File: src/pgk_pkg.sv
// Shared constants and types for the pairwise gravity kick pipeline.
// No dependencies; used by pgk_sqrt, pgk_div and pairwise_gravity_kick.
package pgk_pkg;

  localparam int SQ_ST  = 32;
  localparam int QW     = 34;
  localparam int DIV_ST = QW + 1;
  localparam int ST_SQ  = 4;
  localparam int ST_MUL = ST_SQ + SQ_ST;
  localparam int ST_SUM = ST_MUL + 1;
  localparam int ST_DIV = ST_SUM + 1;
  localparam int ST_OUT = ST_DIV + DIV_ST;
  localparam int NSTG   = ST_OUT + 1;

  localparam logic ADDR_GRAV = 1'b0;
  localparam logic ADDR_STEP = 1'b1;

  localparam logic [31:0] GRAV_RST = 32'd65536;
  localparam logic [31:0] STEP_RST = 32'd1092;

  localparam logic [QW-1:0] LIM_POS = 34'h0_7FFF_FFFF;
  localparam logic [QW-1:0] LIM_NEG = 34'h0_8000_0000;

  typedef struct packed {
    logic       k;
    logic [2:0] neg;
    logic [2:0] pos;
    logic       coin;
  } flags_t;

  typedef struct packed {
    logic [95:0]      n_a;
    logic [95:0]      n_b;
    logic [2:0][30:0] e;
    logic [63:0]      ssum;
  } carry_t;

endpackage

File: src/pgk_sqrt.sv
// Pipelined integer square root, one result bit per stage.
// Depends on pgk_pkg for the stage count.
module pgk_sqrt (
  input  logic                       clk,
  input  logic [pgk_pkg::SQ_ST-1:0] en,
  input  logic [63:0]                x,
  output logic [31:0]                root
);

  logic [31:0] q [pgk_pkg::SQ_ST];
  logic [63:0] r [pgk_pkg::SQ_ST-1];

  for (genvar s = 0; s < pgk_pkg::SQ_ST; s++) begin : g_st
    localparam int J = pgk_pkg::SQ_ST - 1 - s;
    logic [31:0] qin;
    logic [63:0] rin;
    logic [65:0] t;
    logic        ge;

    if (s == 0) begin : g_first
      assign qin = '0;
      assign rin = x;
    end else begin : g_next
      assign qin = q[s-1];
      assign rin = r[s-1];
    end

    assign t  = ({34'd0, qin} << (J + 1)) + (66'd1 << (2 * J));
    assign ge = {2'b00, rin} >= t;

    always_ff @(posedge clk) begin
      if (en[s]) begin
        q[s] <= ge ? (qin | (32'd1 << J)) : qin;
      end
    end

    if (s < pgk_pkg::SQ_ST - 1) begin : g_rem
      always_ff @(posedge clk) begin
        if (en[s]) begin
          r[s] <= ge ? (rin - t[63:0]) : rin;
        end
      end
    end
  end

  assign root = q[pgk_pkg::SQ_ST-1];

endmodule

File: config.mk
export PLATFORM = sky130hd
export DESIGN_NAME = pgk_sqrt
export DESIGN_NICKNAME = d
export VERILOG_FILES = /design/src/pgk_pkg.sv /design/src/pgk_sqrt.sv
export SDC_FILE = /design/constraint.sdc
export NUM_CORES = 2
export LEC_CHECK = 0
export BUFFER_PORTS_ARGS = -buffer_cell sky130_fd_sc_hd__buf_2
export CAP_MARGIN = 10
export CELL_PAD_IN_SITES_DETAIL_PLACEMENT = 0
export CELL_PAD_IN_SITES_GLOBAL_PLACEMENT = 1
export CORE_MARGIN = 2
export CORE_UTILIZATION = 31
export DETAILED_ROUTE_END_ITERATION = 16
export PLACE_DENSITY = 0.54
export SLEW_MARGIN = 0
export SYNTH_ARGS = -nofsm -noshare
export SYNTH_HDL_FRONTEND = slang
export SYNTH_SLANG_ARGS = --single-unit
File: constraint.sdc
create_clock -name clk -period 6.5 [get_ports clk]
set_clock_uncertainty 0.15 [all_clocks]
set_input_delay 0.325 -clock clk [delete_from_list [all_inputs] [get_ports clk]]
set_output_delay 0.325 -clock clk [all_outputs]
set_load 0.005 [all_outputs]
# --- Word-level counts from Yosys, hierarchy flattened ---
# Memory sizes are Yosys's and may differ from the RTL's.
# Index checks and enable logic that the tools add are counted.
word_totals:
  register_bits: 0
  rom_bits: 0
  latch_bits: 0
  n_memories: 2
  ram_bits: 3008
  input_bits: 97
op_classes:
  mux: 127
  div_mod_pow: 0
  n_lt_le_gt_ge: 32
  reduce_logical: 0
  add_sub_neg: 62
  bitwise: 0
  mul: 0
  n_eq_ne: 0
  shifts: 0
memory_table:
  columns: ["memory", "depth", "word_bits", "rd", "rd_clocked_by_memory_dff", "wr", "line_no", "text"]
  rows:
  - ["r", 31, 64, 31, 0, 31, "pgk_sqrt.sv:11", "logic [63:0] r [pgk_pkg::SQ_ST-1];"]
  - ["q", 32, 32, 32, 0, 32, "pgk_sqrt.sv:10", "logic [31:0] q [pgk_pkg::SQ_ST];"]
op_table:
  columns: ["operator", "n"]
  rows:
  - ["two-way mux 64 bit", 31]
  - ["two-way mux 1 bit", 65]
  - ["adder 63 x 61 -> 64 bit (second input constant)", 1]
  - ["greater-or-equal comparator 64 x 34 -> 1 bit", 1]
  - ["greater-or-equal comparator 64 x 35 -> 1 bit", 1]
  - ["greater-or-equal comparator 64 x 36 -> 1 bit", 1]
  - ["greater-or-equal comparator 64 x 37 -> 1 bit", 1]
  - ["greater-or-equal comparator 64 x 38 -> 1 bit", 1]
  - ["greater-or-equal comparator 64 x 39 -> 1 bit", 1]
  - ["greater-or-equal comparator 64 x 40 -> 1 bit", 1]
  - ["greater-or-equal comparator 64 x 41 -> 1 bit", 1]
  - ["greater-or-equal comparator 64 x 42 -> 1 bit", 1]
  - ["greater-or-equal comparator 64 x 43 -> 1 bit", 1]
  - ["greater-or-equal comparator 64 x 44 -> 1 bit", 1]
  - ["greater-or-equal comparator 64 x 45 -> 1 bit", 1]
  - ["greater-or-equal comparator 64 x 46 -> 1 bit", 1]
  - ["greater-or-equal comparator 64 x 47 -> 1 bit", 1]
  - ["greater-or-equal comparator 64 x 48 -> 1 bit", 1]
  - ["greater-or-equal comparator 64 x 49 -> 1 bit", 1]
  - ["greater-or-equal comparator 64 x 50 -> 1 bit", 1]
  - ["greater-or-equal comparator 64 x 51 -> 1 bit", 1]
  - ["greater-or-equal comparator 64 x 52 -> 1 bit", 1]
  - ["greater-or-equal comparator 64 x 53 -> 1 bit", 1]
  - ["greater-or-equal comparator 64 x 54 -> 1 bit", 1]
  - ["other kinds (103)", 103]

# --- Depth between registers and ports, before layout ---
# An unclocked memory read counts as a cell.
depth:
  depth_word: 4
  mapped_depth: 15
  mapped_depth_nobuf: 12

# --- Least setup slack after synthesis ---
# No wires, ideal clock.
synth_path:
  path_kind: "reg2reg"
  startpoint: "memory r[21][31] (netlist: r[1][351])"
  endpoint: "memory r[22][27] (netlist: r[1][411]) (data pin)"
  arrival_time_ps: 3196
  required_time_ps: 6082
  setup_slack_ps: 2885
  path_stages_with_launch: 14
  n_path_buf: 4
  path_cell_list: "edfxtp_1 -> ha_1 -> clkbuf_1 -> a21oi_1 -> o221ai_1 -> a221oi_1 -> o21ai_0 -> or3b_2 -> a21oi_1 -> and2_1 -> clkbuf_1 -> clkbuf_1 -> clkbuf_1 -> o21ai_0"
synth_lines:
  columns: ["item", "line_no"]
  rows:
  - ["from (decl)", "pgk_sqrt.sv:11"]

==> summary.md <==
| Metric | Value |
|---|---|
| Die X-Extent | ~630 µm |
| Count leader, synth | edfxtp_1 |
| Startpoint Class | flop |
| IO Port Bufs | roughly 130 |
| Final Core Density | 0.3571 |
| Cell area after synthesis | roughly 0.12 mm² |
| EDFF count, synth | about 2.5k |
| Reg clk slew, reported paths | around 0.060 ns |
| Period utilisation layout | 0.7376 |
| Max stage delay on crit path | 0.66 ns |
| Crit-path most repeated cell | nor4_1 |
| Crit-path max FO | 9 |
| Fraction of layout cells with a size suffix above 1 | 0.07119 |
| Multi-input gate area | 0.04205 mm² |
| Crit. End Element | flop |
| Crit path DAT | around 5.2 ns |
| Total negative slack | 0 ns |
| DRC Markers | 0 |
| Seq. cell area | about 0.075 mm² |
| Core ar. | around 0.4 mm² |
| CP cell instances | inv_1 > ha_1 > nand4_1 > nor4_1 > nor4b_1 > nor4_1 > a31o_2 > a41oi_1 > o2111ai_1 > o41ai_1 > o21ai_0 |
| Detailed Route WL | 314500 µm |
| Worst slew margin | 0.2451 |
| Netlist cell types | 87 |
| Grt total ovfl | 0 |
| Mapped Avg Cell Area | about 12 µm² |
| Post-Synthesis Cells | 9742 |
| Count of final max-slew check failures | 0 |
| Max IR drop VDD | 0.2122 mV |
| Syn nets | a little over 10k |
| Vias per inst | about 4.9 |
| Final nets | 10.82k |
| Routability cong. | 0.8423 |
| MaxCap Viol Count | 0 |
| Slew @ Worst Pin | 1.122 ns |
| DRT Pass-1 Iters | 5 |
| Most frequent cells after synthesis | 2512 x edfxtp_1, 705 x nand2_1, 693 x inv_1 |
| CTS max path bufs | 4 |
| LEAKAGE | between 50 and 60 nW |
| CTS tree | yes |
| Post-CTS setup buffers | 0 |
| Seq cells post-synth | 2512 |
| Clock sink count | 2512 |
| Worst Path Class, Setup | flop to flop |
| Num CTS Buffers | roughly 300 |
| Buffer type at the clock tree root | clkbuf_16 |
| DRT iter0 DRCs | approximately 6k |
| Vias in the first global route | between 70k and 80k |
| Post-synthesis sequential area ratio | 0.6243 |
| Status | completed |
| Ports | 129 |
| Initial core utilization | 0.3110 |
| Worst path slowest cell | nor4_1 |
| Hold Path Class | primary input to flop |
| Primary FF master, synth | edfxtp_1 |
| Fraction of registers with async set or reset after synthesis | 0 |
| Largest net degree at the start of global routing | 78 |
| DR WL/cell | approximately 20 µm |
| Final Hold Vio Count | 0 |
| HPWL Detailed | ~240000 µm |
| Critical Path RT | slightly below 7 ns |
| GR Util All Layers | 0.1545 |
| Final Setup Violations | 0 |
| Synth-to-layout area growth | 14.83% |
| H-tree levels | 5 |
| PD cells | between 300 and 400 mW/mm² |
| Global-route wire length before repair | ~480000 µm |
| Synth area leader | edfxtp_1 |
| Worst skew pair latency | around 0.91 ns |
| Die ar. | a little under 0.4 mm² |
| Vias | about 77k |
| Post-DRT Antenna Nets | 0 |
| Yosys warnings | 0 |
| Row cnt | 229 |
| Initial antenna violation count | 16 |
| Number of fill cells in the layout | 37.78k |
| Area share of the largest cell type after synthesis | 0.6243 |
| Top cells by area, synth | edfxtp_1 62%, ha_1 5.8%, xnor2_1 3.3% |
| Min Clock Period, post-route | between 4 and 5 ns |
| Fmax | roughly 210 MHz |
| Die height | approximately 630 µm |
| Unrepaired setup endpoints after global routing | false |
==> cells in the final DEF, fill, tap and decap left out, types with 221 or more instances in the layout <==
cell type  synthesis  layout
nor3_1           242     242
inv_1            693     693
clkbuf_16          0     298
a21o_1           221     221
o21ai_0          506     505
ha_1             558     558
a21oi_1          624     624
nor4_1           362     354
xor2_1           416     416
nor2_1           625     624
xnor2_1          461     461
nand2_1          705     704
edfxtp_1        2512    2512
==> path summary, 6_finish.rpt <==
| check | endpoint | cells after the start | startpoint | slack [ns] |
|---|---|---|---|---|
| hold reg to reg | q[1][312] | 0 | q[1][280] | 0.26 |
| setup / recovery | r[1][570] | 11 | q[1][233] | 1.71 |
| hold / removal | r[0][822] | 2 | en[12] | 0.06 |
| setup reg to reg | r[1][570] | 11 | q[1][233] | 1.71 |
==> kinds of logic after synthesis <==
logic type      Yosys count  synth area share
simple gates           2928            0.1245
flops                  2512            0.6243
buf+inv                 920           0.02864
compound gates         1883           0.09540
fa+ha+maj               558           0.05778
xor+xnor                877           0.06357
mux                      64          0.005851
==> critical path: cells and delay by family, from the launching register on <==
family	cells	cell delay, ns
buffers and inverters	1	0.06
DFF	1	0.42
adders and majority gates	1	0.39
and+or+nand+nor	4	1.72
AOI/OAI and AO/OA	5	1.71
==> report_power, final <==
part	switching, mW	total [mW]	internal [mW]
clock	6.69	16.1	9.38
sequential	1.77	22.4	20.6
combinational	6.03	10.1	4.08
==> area by class of cell <==
cell class | count | area share
clock buffers | 342 | 0.05494
multi-input cells | 6310 | 0.3031
well taps | 5197 | 0.04687
repair buffers | 356 | 0.02016
clock inverters | 180 | 0.01241
diodes | 6 | 0.0001082
flip-flops and latches | 2512 | 0.5437
inverters | 695 | 0.01880
==> routing by layer <==
layer | vias to the layer above | track usage | share of wire
li1 | 37390 | - | -
met1 | 37680 | 0.2005 | 0.44
met2 | 1482 | 0.2722 | 0.50
met3 | 392 | 0.02119 | 0.040
met4 | 2 | 0.03462 | 0.021
met5 | - | 0 | 0.000051
==> sequential cells by signal, indices dropped and copies added (netlist names) <==
register  cells
q           528
r          1984
==> through the flow <==
| step | hold WS, ns | area [µm²] | setup WS (ns) | power, mW | instances |
|---|---|---|---|---|---|
| finish | 0.06174 | 138700 | 1.706 | 48.54 | 15600 |
| global route | 0.07660 | 138700 | 1.285 | 51.18 | 15600 |
| CTS | 0.02247 | 138700 | 1.580 | 49.16 | 15590 |
| detailed placement | 0.2824 | 127800 | 1.676 | 32.72 | 14910 |
| global placement | 0.2836 | 127800 | 0.7672 | 32.68 | 14910 |
| floorplan | 0.2666 | 120800 | 2.885 | 29.09 | 9742 |
==> timing repair <==
item                                   4_1_cts  5_1_grt
resized for setup                            0        0
endpoints found under the hold margin     1025        0
hold buffers                               159        0
No activity file was read; power rests on OpenSTA's default activity.
